==> config.mk <==
export PLATFORM = sky130hd
export DESIGN_NAME = quadtree_image_decoder
export DESIGN_NICKNAME = d
export VERILOG_FILES = /design/src/hdl/qtd_pkg.sv /design/src/hdl/qtd_front.sv /design/src/hdl/qtd_queue.sv /design/src/hdl/qtd_back.sv /design/src/hdl/quadtree_image_decoder.sv
export SDC_FILE = /design/constraint.sdc
export NUM_CORES = 1
export LEC_CHECK = 0
export ABC_AREA = 1
export BUFFER_PORTS_ARGS = -buffer_cell sky130_fd_sc_hd__buf_2
export CAP_MARGIN = 40
export CORE_UTILIZATION = 39
export CTS_CLUSTER_DIAMETER = 50
export DETAILED_ROUTE_END_ITERATION = 10
export HOLD_SLACK_MARGIN = 0.03
export SYNTH_ARGS = -nofsm -noshare
export SYNTH_HDL_FRONTEND = slang
export SYNTH_SLANG_ARGS = --single-unit
==> constraint.sdc <==
create_clock -name clk -period 5.2 [get_ports clk]
set_clock_uncertainty 0.2 [all_clocks]
set_input_delay 0.26 -clock clk [delete_from_list [all_inputs] [get_ports clk]]
set_output_delay 0.26 -clock clk [all_outputs]
set_load 0.02 [all_outputs]
==> src/hdl/qtd_pkg.sv <==
`timescale 1ns / 1ps
// ----------------------------------------------------------------------------
// qtd_pkg
// Shared constants and types for the quadtree image decoder.
// ----------------------------------------------------------------------------
package qtd_pkg;

    // Largest supported image side, as log2 of the pixel count per row
    localparam int MAX_SIDE_LOG2_DEF = 10;

    // Fixed field widths of the transaction payloads
    localparam int SIDE_LOG2_W = 4;
    localparam int BYTE_W      = 8;
    localparam int COORD_W     = 10;
    localparam int SIDE_W      = 11;

    // Side register value after reset
    localparam logic [SIDE_LOG2_W-1:0] SIDE_LOG2_RESET = 4'd9;

    // Stream marker codes
    localparam logic [BYTE_W-1:0] MARK_SPLIT = 8'd0;
    localparam logic [BYTE_W-1:0] MARK_LEAF  = 8'd1;

    // Queue between front and back
    localparam int QUEUE_DEPTH = 2;
    localparam int QUEUE_AW    = 1;

    // Per-command status flags
    typedef struct packed {
        logic bad;
        logic done;
    } qtd_flags_t;

endpackage

==> src/hdl/qtd_front.sv <==
`timescale 1ns / 1ps
// ----------------------------------------------------------------------------
// qtd_front
// Accepts stream bytes, tracks the Z-order cursor and level, and issues one
// fill command per leaf or bad node toward the command queue.
// ----------------------------------------------------------------------------
module qtd_front
    import qtd_pkg::*;
#(
    parameter int MAX_SIDE_LOG2 = MAX_SIDE_LOG2_DEF,
    parameter int CW            = 2 * MAX_SIDE_LOG2,
    parameter int LW            = $clog2(MAX_SIDE_LOG2 + 1)
)
(
    input  logic                   clk,
    input  logic                   rst_n,
    input  logic                   cfg_we,
    input  logic [SIDE_LOG2_W-1:0] cfg_wdata,
    input  logic                   in_valid,
    output logic                   in_stall,
    input  logic [BYTE_W-1:0]      stream_byte,
    input  logic                   queue_full,
    output logic                   push,
    output logic [CW-1:0]          push_cursor,
    output logic [LW-1:0]          push_rem,
    output logic [BYTE_W-1:0]      push_gray,
    output qtd_flags_t             push_flags
);

    logic [SIDE_LOG2_W-1:0] side_log2_reg, side_log2_next;
    logic [CW-1:0]          cursor_reg, cursor_next;
    logic [LW-1:0]          level_reg, level_next;
    logic                   expect_gray_reg, expect_gray_next;
    logic                   finished_reg, finished_next;

    logic          accept;
    logic [LW-1:0] eff_log2;
    logic [LW-1:0] rem;
    logic [CW-1:0] cursor_sum;
    logic [LW-1:0] level_after;
    logic          emit;
    logic          emit_bad;
    logic          go_down;
    logic [1:0]    digit;

    assign in_stall = queue_full;
    assign accept   = in_valid && !queue_full;

    // Clamp the configured side to the supported maximum
    assign eff_log2 = (int'(side_log2_reg) > MAX_SIDE_LOG2) ?
                      LW'(MAX_SIDE_LOG2) : LW'(side_log2_reg);
    assign rem = eff_log2 - level_reg;

    // Step the cursor past the current node
    assign cursor_sum = cursor_reg + (CW'(1) << {rem, 1'b0});

    // Pop levels: new level comes from the lowest nonzero digit below the root
    always_comb
    begin
        level_after = '0;
        digit       = 2'b00;
        for (int d = MAX_SIDE_LOG2 - 1; d >= 0; d--)
        begin
            digit = cursor_sum[2*d +: 2];
            if ((LW'(d) < eff_log2) && (digit != 2'b00))
            begin
                level_after = eff_log2 - LW'(d);
            end
        end
    end

    // Classify the byte
    always_comb
    begin
        emit     = 1'b0;
        emit_bad = 1'b0;
        go_down  = 1'b0;
        if (!finished_reg)
        begin
            if (expect_gray_reg)
            begin
                emit = 1'b1;
            end
            else if (stream_byte == MARK_LEAF)
            begin
                emit = 1'b0;
            end
            else if ((stream_byte == MARK_SPLIT) && (level_reg < eff_log2))
            begin
                go_down = 1'b1;
            end
            else
            begin
                emit     = 1'b1;
                emit_bad = 1'b1;
            end
        end
    end

    // Command toward the queue
    assign push            = accept && emit;
    assign push_cursor     = cursor_reg;
    assign push_rem        = rem;
    assign push_gray       = emit_bad ? '0 : stream_byte;
    assign push_flags.bad  = emit_bad;
    assign push_flags.done = (level_after == '0);

    // Next state: restart on a register write, advance on an accepted byte
    always_comb
    begin
        side_log2_next   = side_log2_reg;
        cursor_next      = cursor_reg;
        level_next       = level_reg;
        expect_gray_next = expect_gray_reg;
        finished_next    = finished_reg;
        if (cfg_we)
        begin
            side_log2_next   = cfg_wdata;
            cursor_next      = '0;
            level_next       = '0;
            expect_gray_next = 1'b0;
            finished_next    = 1'b0;
        end
        else if (accept && !finished_reg)
        begin
            if (emit)
            begin
                expect_gray_next = 1'b0;
                cursor_next      = cursor_sum;
                level_next       = level_after;
                finished_next    = (level_after == '0);
            end
            else if (go_down)
            begin
                level_next = level_reg + LW'(1);
            end
            else
            begin
                expect_gray_next = 1'b1;
            end
        end
    end

    always_ff @(posedge clk or negedge rst_n)
    begin
        if (!rst_n)
        begin
            side_log2_reg   <= SIDE_LOG2_RESET;
            cursor_reg      <= '0;
            level_reg       <= '0;
            expect_gray_reg <= 1'b0;
            finished_reg    <= 1'b0;
        end
        else
        begin
            side_log2_reg   <= side_log2_next;
            cursor_reg      <= cursor_next;
            level_reg       <= level_next;
            expect_gray_reg <= expect_gray_next;
            finished_reg    <= finished_next;
        end
    end

endmodule

==> src/hdl/qtd_queue.sv <==
`timescale 1ns / 1ps
// ----------------------------------------------------------------------------
// qtd_queue
// Short register queue holding fill commands between front and back.
// ----------------------------------------------------------------------------
module qtd_queue
    import qtd_pkg::*;
#(
    parameter int WIDTH = 8
)
(
    input  logic             clk,
    input  logic             rst_n,
    input  logic             push,
    input  logic [WIDTH-1:0] push_data,
    input  logic             pop,
    output logic [WIDTH-1:0] head_data,
    output logic             empty,
    output logic             full
);

    logic [WIDTH-1:0]    entry_reg [QUEUE_DEPTH];
    logic [QUEUE_AW-1:0] wr_ptr_reg, wr_ptr_next;
    logic [QUEUE_AW-1:0] rd_ptr_reg, rd_ptr_next;
    logic [QUEUE_AW:0]   count_reg, count_next;

    assign empty     = (count_reg == '0);
    assign full      = (count_reg == (QUEUE_AW+1)'(QUEUE_DEPTH));
    assign head_data = entry_reg[rd_ptr_reg];

    // Advance pointers and fill count
    always_comb
    begin
        wr_ptr_next = wr_ptr_reg + QUEUE_AW'(push);
        rd_ptr_next = rd_ptr_reg + QUEUE_AW'(pop);
        count_next  = count_reg + (QUEUE_AW+1)'(push) - (QUEUE_AW+1)'(pop);
    end

    always_ff @(posedge clk or negedge rst_n)
    begin
        if (!rst_n)
        begin
            wr_ptr_reg <= '0;
            rd_ptr_reg <= '0;
            count_reg  <= '0;
        end
        else
        begin
            wr_ptr_reg <= wr_ptr_next;
            rd_ptr_reg <= rd_ptr_next;
            count_reg  <= count_next;
        end
    end

    // Store the pushed command
    always_ff @(posedge clk)
    begin
        if (push)
        begin
            entry_reg[wr_ptr_reg] <= push_data;
        end
    end

endmodule

==> src/hdl/qtd_back.sv <==
`timescale 1ns / 1ps
// ----------------------------------------------------------------------------
// qtd_back
// Turns queued commands into fill transactions: splits the Z-order cursor
// into x and y, expands the side, and holds the result in an output register.
// ----------------------------------------------------------------------------
module qtd_back
    import qtd_pkg::*;
#(
    parameter int MAX_SIDE_LOG2 = MAX_SIDE_LOG2_DEF,
    parameter int CW            = 2 * MAX_SIDE_LOG2,
    parameter int LW            = $clog2(MAX_SIDE_LOG2 + 1)
)
(
    input  logic               clk,
    input  logic               rst_n,
    input  logic               queue_empty,
    output logic               pop,
    input  logic [CW-1:0]      head_cursor,
    input  logic [LW-1:0]      head_rem,
    input  logic [BYTE_W-1:0]  head_gray,
    input  qtd_flags_t         head_flags,
    output logic               out_valid,
    input  logic               out_stall,
    output logic [COORD_W-1:0] fill_x,
    output logic [COORD_W-1:0] fill_y,
    output logic [SIDE_W-1:0]  fill_side,
    output logic [BYTE_W-1:0]  gray,
    output logic               bad_node,
    output logic               tree_done
);

    logic                      out_valid_reg, out_valid_next;
    logic [COORD_W-1:0]        x_reg, y_reg;
    logic [SIDE_W-1:0]         side_reg;
    logic [BYTE_W-1:0]         gray_reg;
    qtd_flags_t                flags_reg;

    logic [CW+2*COORD_W-1:0]   cursor_pad;
    logic [COORD_W-1:0]        x_calc, y_calc;
    logic [SIDE_W-1:0]         side_calc;

    // Load the output register when it is free or being taken
    assign pop = !queue_empty && (!out_valid_reg || !out_stall);

    // Take x from even cursor bits, y from odd ones
    assign cursor_pad = {{(2*COORD_W){1'b0}}, head_cursor};
    always_comb
    begin
        for (int i = 0; i < COORD_W; i++)
        begin
            x_calc[i] = cursor_pad[2*i];
            y_calc[i] = cursor_pad[2*i+1];
        end
    end

    // Side is one bit at position rem, dropped beyond the field width
    always_comb
    begin
        for (int i = 0; i < SIDE_W; i++)
        begin
            side_calc[i] = (int'(head_rem) == i);
        end
    end

    always_comb
    begin
        out_valid_next = out_valid_reg;
        if (pop)
        begin
            out_valid_next = 1'b1;
        end
        else if (!out_stall)
        begin
            out_valid_next = 1'b0;
        end
    end

    always_ff @(posedge clk or negedge rst_n)
    begin
        if (!rst_n)
        begin
            out_valid_reg <= 1'b0;
        end
        else
        begin
            out_valid_reg <= out_valid_next;
        end
    end

    // Capture the payload
    always_ff @(posedge clk)
    begin
        if (pop)
        begin
            x_reg     <= x_calc;
            y_reg     <= y_calc;
            side_reg  <= side_calc;
            gray_reg  <= head_gray;
            flags_reg <= head_flags;
        end
    end

    assign out_valid = out_valid_reg;
    assign fill_x    = x_reg;
    assign fill_y    = y_reg;
    assign fill_side = side_reg;
    assign gray      = gray_reg;
    assign bad_node  = flags_reg.bad;
    assign tree_done = flags_reg.done;

endmodule

==> src/hdl/quadtree_image_decoder.sv <==
`timescale 1ns / 1ps
// ----------------------------------------------------------------------------
// quadtree_image_decoder
// Decodes a preorder quadtree byte stream into square fill transactions.
//
//   Channel  Signals                                        Direction
//   config   cfg_we, cfg_wdata[3:0] (side_log2)             in, write only
//   input    in_valid, in_stall, stream_byte[7:0]           in
//   output   out_valid, out_stall, fill_x, fill_y,          out
//            fill_side, gray, bad_node, tree_done
//
// One byte is accepted per cycle while in_stall is low; a fill for an accepted
// byte passes through the command queue and then the output register. The front
// tracks the Z-order cursor and level; a two-entry command queue feeds the back,
// so in_stall rises only when that queue is full under a stalled output. Reset
// is asynchronous and sets side_log2 to 9; a config write restarts decoding.
// ----------------------------------------------------------------------------
module quadtree_image_decoder
    import qtd_pkg::*;
#(
    parameter int MAX_SIDE_LOG2 = MAX_SIDE_LOG2_DEF
)
(
    input  logic                   clk,
    input  logic                   rst_n,
    input  logic                   cfg_we,
    input  logic [SIDE_LOG2_W-1:0] cfg_wdata,
    input  logic                   in_valid,
    output logic                   in_stall,
    input  logic [BYTE_W-1:0]      stream_byte,
    output logic                   out_valid,
    input  logic                   out_stall,
    output logic [COORD_W-1:0]     fill_x,
    output logic [COORD_W-1:0]     fill_y,
    output logic [SIDE_W-1:0]      fill_side,
    output logic [BYTE_W-1:0]      gray,
    output logic                   bad_node,
    output logic                   tree_done
);

    localparam int CW = 2 * MAX_SIDE_LOG2;
    localparam int LW = $clog2(MAX_SIDE_LOG2 + 1);
    localparam int QW = CW + LW + BYTE_W + $bits(qtd_flags_t);

    logic              push;
    logic [CW-1:0]     push_cursor;
    logic [LW-1:0]     push_rem;
    logic [BYTE_W-1:0] push_gray;
    qtd_flags_t        push_flags;

    logic              pop;
    logic              queue_empty;
    logic              queue_full;
    logic [QW-1:0]     head_data;
    logic [CW-1:0]     head_cursor;
    logic [LW-1:0]     head_rem;
    logic [BYTE_W-1:0] head_gray;
    qtd_flags_t        head_flags;

    qtd_front #(
        .MAX_SIDE_LOG2 (MAX_SIDE_LOG2),
        .CW            (CW),
        .LW            (LW)
    ) u_front (
        .clk         (clk),
        .rst_n       (rst_n),
        .cfg_we      (cfg_we),
        .cfg_wdata   (cfg_wdata),
        .in_valid    (in_valid),
        .in_stall    (in_stall),
        .stream_byte (stream_byte),
        .queue_full  (queue_full),
        .push        (push),
        .push_cursor (push_cursor),
        .push_rem    (push_rem),
        .push_gray   (push_gray),
        .push_flags  (push_flags)
    );

    qtd_queue #(
        .WIDTH (QW)
    ) u_queue (
        .clk       (clk),
        .rst_n     (rst_n),
        .push      (push),
        .push_data ({push_cursor, push_rem, push_gray, push_flags}),
        .pop       (pop),
        .head_data (head_data),
        .empty     (queue_empty),
        .full      (queue_full)
    );

    assign {head_cursor, head_rem, head_gray, head_flags} = head_data;

    qtd_back #(
        .MAX_SIDE_LOG2 (MAX_SIDE_LOG2),
        .CW            (CW),
        .LW            (LW)
    ) u_back (
        .clk         (clk),
        .rst_n       (rst_n),
        .queue_empty (queue_empty),
        .pop         (pop),
        .head_cursor (head_cursor),
        .head_rem    (head_rem),
        .head_gray   (head_gray),
        .head_flags  (head_flags),
        .out_valid   (out_valid),
        .out_stall   (out_stall),
        .fill_x      (fill_x),
        .fill_y      (fill_y),
        .fill_side   (fill_side),
        .gray        (gray),
        .bad_node    (bad_node),
        .tree_done   (tree_done)
    );

endmodule

# [Word-level counts from Yosys, hierarchy flattened]
# Memory sizes are Yosys's and may differ from the RTL's.
# Index checks and enable logic that the tools add are counted.
[totals] regBits=76 ram_bits=68 input_bits=17 out_inout_bits=43 word_cells=140 memories=1
[classes] n_addsub=16 order_cmp=12 eq_ne=14 shift=1 muxes=40 n_reduce_logical=41
[mem_list] name="u_queue.entry_reg" words=2 width=34 read_ports=1 rd_ports_with_merged_regs=0 wr=1 line="qtd_queue.sv:22" text="logic [WIDTH-1:0] entry_reg [QUEUE_DEPTH];"
[ops] operator="2-to-1 mux 20 bit" n=3
[ops] operator="2-to-1 mux 4 bit" n=15
[ops] operator="equality test 4 bit, second input constant" n=7
[ops] operator="nonzero test 2 bit" n=12
[ops] operator="2-to-1 mux 1 bit" n=21
[ops] operator="adder 20 bit" n=1
[ops] operator="<< shifter 1 x 5 -> 20 bit, first input constant" n=1
[ops] operator="< comparator 3 x 4 -> 1 bit, first input constant" n=4
[ops] operator="subtractor 4 x 3 -> 4 bit, second input constant" n=4
[ops] operator="logical AND 1 bit" n=15
[ops] operator="equality test 4 x 3 -> 1 bit, second input constant" n=2
[ops] operator="equality test 8 x 1 -> 1 bit, second input constant" n=1
[ops] operator="logical NOT 4 bit" n=2
[ops] operator="logical NOT 8 bit" n=1
[ops] operator="< comparator 1 x 4 -> 1 bit, first input constant" n=2
[ops] operator="< comparator 2 x 4 -> 1 bit, first input constant" n=2
[ops] operator="< comparator 4 bit, first input constant" n=2
[ops] operator="2-to-1 mux 8 bit" n=1
[ops] operator="subtractor 4 x 2 -> 4 bit, second input constant" n=2
[ops] operator="subtractor 4 bit, second input constant" n=2
[ops] operator="AND reduction 2 bit" n=3
[ops] operator="logical NOT 1 bit" n=5
[ops] operator="adder 4 x 1 -> 4 bit, second input constant" n=1
[ops] operator="equality test 4 x 2 -> 1 bit, second input constant" n=1
[ops] operator="other kinds (13)" n=14

# [Depth between registers and ports, before layout]
# Gate-level depths: netlist of run 1.
[depth] word_depth=21 mapped_depth=37 mapped_depth_nobuf=37

# [Modules after synthesis]
# Synthesis of run 1 repeated with hierarchy kept, for this count alone.
[hier_totals] cells_unflattened=820 area_unflattened_um2=7584.8
[modules_own_cells] module="qtd_front" instances=1 cells_each=551 area_per_inst_um2=3447.1 seq_area_each_um2=753.2
[modules_own_cells] module="qtd_queue" instances=1 cells_each=202 area_per_inst_um2=2781.4 seq_area_each_um2=2142.1
[modules_own_cells] module="qtd_back" instances=1 cells_each=67 area_per_inst_um2=1356.3 seq_area_each_um2=1256.2

# [Worst setup path before layout of run 1]
# No wires, ideal clock.
[synth_path] kind="register to register" start="reg u_front.side_log2_reg[3]" end="mem u_queue.entry_reg[0][0] in the netlist's numbering (data pin)" t_arrival_ps=4386 required_time_ps=4742 path_slack_ps=356 stages_incl_launch_ff=28 period_less_slack_ps=4844 cell_sequence="dfstp_2 clkbuf_2 clkinv_1 o21ai_0 inv_1 fa_1 or2_2 nand2_1 inv_1 nor4_1 ha_1 nand3_1 nand2_1 a21oi_1 nand3_1 nand2_2 nand2_4 a21oi_1 nand3_1 nand2_1 nand2_1 nand2_1 nand2_1 nand2_1 nand2_1 nand2_1 nand2_2 and3_1"
[synth_lines] element="from (decl)" line="qtd_front.sv:30" text="logic [SIDE_LOG2_W-1:0] side_log2_reg, side_log2_next;"
[synth_lines] element="from (signal assigned)" line="qtd_front.sv:156" text="side_log2_reg <= side_log2_next;"
[synth_lines] element="to (decl)" line="qtd_queue.sv:22"

==> metrics.md, run 1 <==
| Metric | Value |
|---|---|
| Flops & latches, synth | 144 |
| Drt drc | 0 |
| Sequential-to-total area share from yosys stat | 56.1% |
| DRT Pass-1 Iters | 5 |
| Slew HR | 64.2% |
| Worst Max-Slew Pin Slew | 0.537 ns |
| Avg Inst Size Synth | 9.28 µm² |
| Syn nets | 843 |
| Worst Path Buf+Inv | 3 |
| Stages on worst setup path | 29 |
| Port Buffers | 59 |
| Nets | 942 |
| Power per Cell Area | 600 nW/µm² |
| Crit-path max cell delay | 0.44 ns |
| Max Freq | 208 MHz |
| Max FFs per register | 68 |
| Initial drt markers | 257 |
| Number of flops mapped to enable cells by yosys | 109 |
| Peak VDD IR | 0.253 mV |
| GRT overflow | 0 |
| Critical R2R Launch | u_front.side_log2_reg[2] |
| Post-CTS Setup Inserts | 0 |
| Antenna Nets Post-Route | 0 |
| Critical path fanouts, max | 7 |
| Critical Path Source | u_front.side_log2_reg[2] |
| Row count | 50 |
| Reg-to-Reg End | u_queue.entry_reg[0][0] |
| CP endpoint kind | register |
| Area of the multi-input gates | 2810 µm² |
| Crit Path Class | reg -> reg |
| Synthesis-to-layout area growth | 20.4% |
| RSZ-0062 raised after global routing | no |
| Max_cap viols | 0 |
| Slew Viols, Final | 0 |
| Status | completed |
| Final WL | 15700 µm |
| Fraction of registers with async set or reset after synthesis | 24.3% |
| WP data required | 5.18 ns |
| Placer Congestion | 0.908 |
| Final Setup Violations | 0 |
| Largest net degree at the start of global routing | 42 |
| DP Wirelength | 11200 µm |
| Top_reg_cell synth | edfxtp_1 |
| Tmin final | 4.81 ns |
| Crit path to | u_queue.entry_reg[0][0] |
| First-pass GRT wire length | 26400 µm |
| Clock slew at reported path FFs | 0.07 ns |
| Die width | 140 µm |
| Setup tns final | 0 ns |
| Final period utilization | 92.5% |
| CTS tree | yes |
| Total global-route track usage | 17.3% |
| Fin area | 8910 µm² |
| FILL cells | 1753 |
| Inserted Clock Buffers | 17 |
| Initial core utilization | 39.7% |
| Diodes inserted | 0 |
| FF+latch area | 4150 µm² |
| Initial antenna violation count | 0 |
| Later-pin clock latency in the skew report | 0.42 ns |
| Mapped Cells | 798 |
| Final Hold Fails | 0 |
| Share of layout cells above drive strength 1 | 18.8% |
| Most common cell after layout, fill and taps aside | nand2_1 |
| Worst reg-to-reg path cell count | 29 |
| Leak pwr | 3.99 nW |
| Core Area | 18600 µm² |
| Via count | 5438 |
| Most frequent CP cell | nand2_1 |
| Max clock buf depth | 2 |
| Delay-heaviest family, CP | simple AND/OR/NAND/NOR gates |
| Root Driver | clkbuf_16 |
| Die area | 19500 µm² |
| Hold Path Class | in -> async |
| Number of clock sinks | 144 |
| Area post-placement | 8070 µm² |
| Reg2reg setup slack | 0.39 ns |
| Synth Cell Area | 7400 µm² |
| CP Launch Type | register |
| Ys Warns | 0 |
| Drt wl/cell | 13.7 µm |
| Critical Path AT | 4.79 ns |
| Htree depth | 4 |
| Num ports | 60 |
| Crit-path slowest cell | dfrtp_1 |
| Power, Total | 5.35 mW |
| Most frequent cells in the layout | nand2_1, edfxtp_1, inv_1 |
| Synth cell types | 46 |
| Die height | 140 µm |
| Vias in the first global route | 5340 |
| Vias per cell | 4.75 |
## how the worst min path moves through the flow
stage | endpoint | cells after the start | startpoint
after floorplan | u_back.out_valid | 0 | rst_n
after global placement | u_queue.wr_ptr_reg | 1 | rst_n
after detailed placement | u_front.side_log2_reg[1] | 1 | rst_n
after CTS | u_queue.entry_reg[0][6] | 3 | stream_byte[4]
after global routing | u_queue.entry_reg[0][6] | 3 | stream_byte[4]
final | u_front.side_log2_reg[1] | 2 | rst_n
## logic make-up after synthesis
kind of cell             share of synthesized area, %
AO/OA/AOI/OAI                                    6.78
flip-flops                                       56.1
adder cells (fa/ha/maj)                          4.83
buffers and inverters                            6.39
XOR/XNOR                                         2.48
AND/OR/NAND/NOR                                  23.3
multiplexers                                    0.135
## stage by stage
step	worst slack (ns)	cells	utilization [%]	hold WS (ns)
floorplan	0.356	798	-	-0.236
global placement	0.223	1091	43.1	0.254
detailed placement	0.218	1093	43.3	-0.0117
CTS	0.179	1144	47.6	0.0413
global route	0.000993	1144	47.8	0.0431
finish	0.389	1144	47.8	0.0575
## metal layers
layer	part of all wire (%)	track usage (%)
met5	0	0
met4	1.0	5.73
met3	3.1	3.48
met2	47	28.1
met1	49	23.3
## synth_stat cells (all sizes together), types with 3 or more instances
library cell    n  share of area (%)
dfrtp          33                 11
clkinv          3               0.15
a21oi          11               0.79
nand3b          4               0.41
ha             27                4.6
nand2         267                 15
clkbuf         12               0.63
o21ai          43                3.1
inv           106                5.4
xor2           14                1.7
xnor2           7               0.83
o22ai          19                1.6
or2             5               0.42
nor2           63                3.6
nand4           5               0.42
nor3            3               0.20
nor4            8               0.68
buf             3               0.24
nand3          34                2.4
and2            3               0.25
edfxtp        109                 44
a31oi           3               0.25
## power breakdown
| part | switching [mW] | internal, mW |
|---|---|---|
| Clock | 0.505 | 0.771 |
| Combinational | 1.44 | 0.688 |
| Sequential | 0.145 | 1.80 |
## area by class of cell
cell class | instances | area share, %
clock buffers | 17 | 4.77
inverters | 109 | 4.59
flip-flops and latches | 144 | 46.6
multi-input cells | 530 | 31.5
clock inverters | 15 | 2.25
repair buffers | 95 | 6.99
well taps | 234 | 3.28
## timing repair
action                                  4_1_cts  5_1_grt
hold buffers                                 19        0
endpoints found under the setup margin        0        7
hold endpoints to repair                     50        0
gates resized for setup                       0        8
(Power assumes the default switching activity.)
==> inputs of run 2 (changes only) <==
--- a/config.mk
+++ b/config.mk
@@ -5,9 +5,9 @@
 export SDC_FILE = /design/constraint.sdc
 export NUM_CORES = 1
 export LEC_CHECK = 0
-export ABC_AREA = 1
 export BUFFER_PORTS_ARGS = -buffer_cell sky130_fd_sc_hd__buf_2
 export CAP_MARGIN = 40
+export CORE_MARGIN = 2
 export CORE_UTILIZATION = 39
 export CTS_CLUSTER_DIAMETER = 50
 export DETAILED_ROUTE_END_ITERATION = 10
==> metrics.md, run 2 <==
| Metric | Value |
|---|---|
| Top post-synthesis cells by count | edfxtp_1, nor2_1, nand2_1 |
| Die width | 143 µm (+2.2%) |
| Port Buffers | 59 (unchanged) |
| Avg Inst Size Synth | 11.5 µm² (+24%) |
| Inserted Clock Buffers | 17 (unchanged) |
| Crit-path max cell delay | 0.56 ns (+0.12 ns) |
| Most frequent CP cell | ha_1 |
| Later-pin clock latency in the skew report | 0.42 ns (about the same) |
| Final WL | 18600 µm (+19%) |
| Drt drc | 0 (unchanged) |
| Total global-route track usage | 19.1% (+1.7 points) |
| Initial core utilization | 39.9% (+0.19 points) |
| DRT Pass-1 Iters | 4 (-1) |
| CP Launch Type | register |
| Most frequent cell after synthesis | edfxtp_1 |
| Worst reg-to-reg path cell count | 20 (-31%) |
| Antenna Nets Post-Route | 0 (unchanged) |
| Power per Cell Area | 594 nW/µm² (-1.0%) |
| Setup tns final | 0 ns (unchanged) |
| Ranking of synthesized cells by area | edfxtp_1, dfrtp_1, mux2_2 |
| Drt wl/cell | 17.5 µm (+28%) |
| Slew HR | 54.2% (-10 points) |
| Flops & latches, synth | 144 (unchanged) |
| Max Freq | 200 MHz (-4.0%) |
| GRT overflow | 0 (unchanged) |
| Diodes inserted | 0 (unchanged) |
| Top-area cell type share of the netlist area | 43.6% (-0.65 points) |
| Via count | 5697 (+4.8%) |
| Max FFs per register | 68 (unchanged) |
| Die area | 20400 µm² (+4.4%) |
| WP data required | 5.33 ns (+0.15 ns) |
| Critical Path AT | 5.14 ns (+0.35 ns) |
| Leak pwr | 3.75 nW (-6.2%) |
| Htree depth | 4 (unchanged) |
| CP Cell Sequence | a21o_1, ha_1, a21o_1, a21oi_1, xnor2_1, nand2b_4, nor2_1, ha_1, ha_1, a211oi_4, o31a_1, buf_4, nor3_1, o41ai_4, buf_6, and2_1, o2111ai_1, and4b_1, or2_1, o41ai_2 |
| Vias in the first global route | 5658 (+6.0%) |
| Share of layout cells above drive strength 1 | 29.8% (+11 points) |
| Critical path fanouts, max | 7 (unchanged) |
| DP Wirelength | 13500 µm (+21%) |
| Core Area | 18800 µm² (+1.0%) |
| Nets | 837 (-11%) |
| Top cell type by total area after synthesis | edfxtp_1 |
| Number of clock sinks | 144 (unchanged) |
| Synth cell types | 72 (+57%) |
| Tmin final | 5.01 ns (+0.199 ns) |
| Vias per cell | 5.35 (+13%) |
| Max clock buf depth | 2 (unchanged) |
| Placer Congestion | 0.964 (+6.2%) |
| Initial drt markers | 327 (+27%) |
| FILL cells | 1641 (-6.4%) |
| Max_cap viols | 0 (unchanged) |
| Die height | 143 µm (+2.2%) |
| Area post-placement | 8570 µm² (+6.3%) |
| Slew Viols, Final | 0 (unchanged) |
| Sequential-to-total area share from yosys stat | 55.3% (-0.82 points) |
| Most frequent cells in the layout | edfxtp_1, buf_4, buf_2 |
| Mapped Cells | 655 (-18%) |
| Ys Warns | 0 (unchanged) |
| Initial antenna violation count | 0 (unchanged) |
| Hold depth | 2 |
| Synthesis-to-layout area growth | 26.7% |
| Syn nets | 700 (-17%) |
| Crit-path slowest cell | dfstp_2 |
| Worst Max-Slew Pin Slew | 0.687 ns (+0.150 ns) |
| CTS tree | yes |
| Row count | 50 (unchanged) |
| Top_reg_cell synth | edfxtp_1 |
| First-pass GRT wire length | 29800 µm (+13%) |
| Clock slew at reported path FFs | 0.07 ns (about the same) |
| Root Driver | clkbuf_16 |
| Final period utilization | 96.4% (+3.8 points) |
| Hold_ws | 0.0383 ns (-0.0192 ns) |
| Final Hold Fails | 0 (unchanged) |
| Hold Path Class | in -> reg |
| Status | completed |
| Crit Path Class | reg -> reg |
| Peak VDD IR | 0.232 mV (-8.4%) |
| CP endpoint kind | register |
| Fin area | 9520 µm² (+6.8%) |
| Synth Cell Area | 7510 µm² (+1.5%) |
| Most common cell after layout, fill and taps aside | edfxtp_1 |
| Number of flops mapped to enable cells by yosys | 109 (unchanged) |
| Largest net degree at the start of global routing | 44 (+4.8%) |
| Final Setup Violations | 0 (unchanged) |
| Num ports | 60 (unchanged) |
| Fraction of registers with async set or reset after synthesis | 24.3% (unchanged) |
[run 2: changes by cell type after synthesis, moves of 12 or more]
cell	before	now
nor3_1	3	22
xnor2_1	7	19
mux2_2	0	35
a21oi_1	10	34
nand2_2	25	0
nand2_1	239	44
o21ai_0	38	26
inv_1	100	29
clkbuf_1	11	26
or3_1	0	13
nand3_1	32	14
o22ai_1	19	5
[run 2: kinds of logic after synthesis]
group | count (synthesis) | synth area share, %
and+or+nand+nor | 202 | 13.1
AOI/OAI and AO/OA | 155 | 14.9
DFF | 144 | 55.3
buffers and inverters | 61 | 3.13
muxes | 39 | 5.78
adders and majority gates | 28 | 4.76
xor gates and xnor gates | 26 | 3.03
[run 2: metrics by stage]
stage	instances	setup WS (ns)	total power, mW	utilization, %
6_report	1065	0.190	5.65	50.5
5_1_grt	1065	-0.0516	6.00	50.5
4_1_cts	1061	0.117	5.58	49.5
3_5_place_dp	1014	0.161	4.34	45.5
3_3_place_gp	1013	0.227	4.32	45.4
2_1_floorplan	655	0.186	3.45	-
[run 2: critical path, delay by kind of cell, from the launching register on]
kind | cells | cell delay [ns]
AO/OA/AOI/OAI | 8 | 1.96
flip-flops | 1 | 0.56
XOR/XNOR | 1 | 0.20
adder cells (fa/ha/maj) | 3 | 0.68
buffers and inverters | 2 | 0.32
AND/OR/NAND/NOR | 6 | 0.98
[run 2: final timing paths]
check                                      endpoint  slack [ns]                startpoint
setup / recovery               u_front.finished_reg        0.19  u_front.side_log2_reg[3]
hold / removal              u_queue.entry_reg[0][7]        0.04            stream_byte[5]
setup reg to reg               u_front.finished_reg        0.19  u_front.side_log2_reg[3]
hold reg to reg                u_queue.count_reg[1]        0.30      u_queue.count_reg[1]
max in group asynchronous      u_front.level_reg[2]        4.03                     rst_n
min in group asynchronous  u_front.side_log2_reg[0]        0.16                     rst_n
[run 2: final cells by class]
class | instances | area (µm²) | area share (%)
Sequential cell | 144 | 4150 | 43.6
Tap cell | 260 | 325 | 3.42
Clock buffer | 17 | 425 | 4.47
Timing Repair Buffer | 150 | 1030 | 10.8
Inverter | 29 | 109 | 1.14
Multi-Input combinational cell | 450 | 3300 | 34.7
Clock inverter | 15 | 171 | 1.80
[run 2: where the power goes]
part	switching (mW)	internal [mW]
Combinational	1.46	1.04
Clock	0.498	0.721
Sequential	0.160	1.76
Total	2.12	3.53
[run 2: repair_timing]
item | 4_1_cts | 5_1_grt
endpoints found under the hold margin | 55 | 0
resized for setup | 0 | 28
setup buffers | 0 | 4
setup endpoints to repair | 0 | 6
hold buffers | 15 | 0
[run 2: metal layers]
layer / share of wire, % / routed length, µm / track usage, %
met5: 0 / 0 / 0
met4: 1.7 / 323 / 6.67
met3: 4.4 / 809 / 3.52
met2: 48 / 8920 / 31.7
met1: 46 / 8540 / 25.2
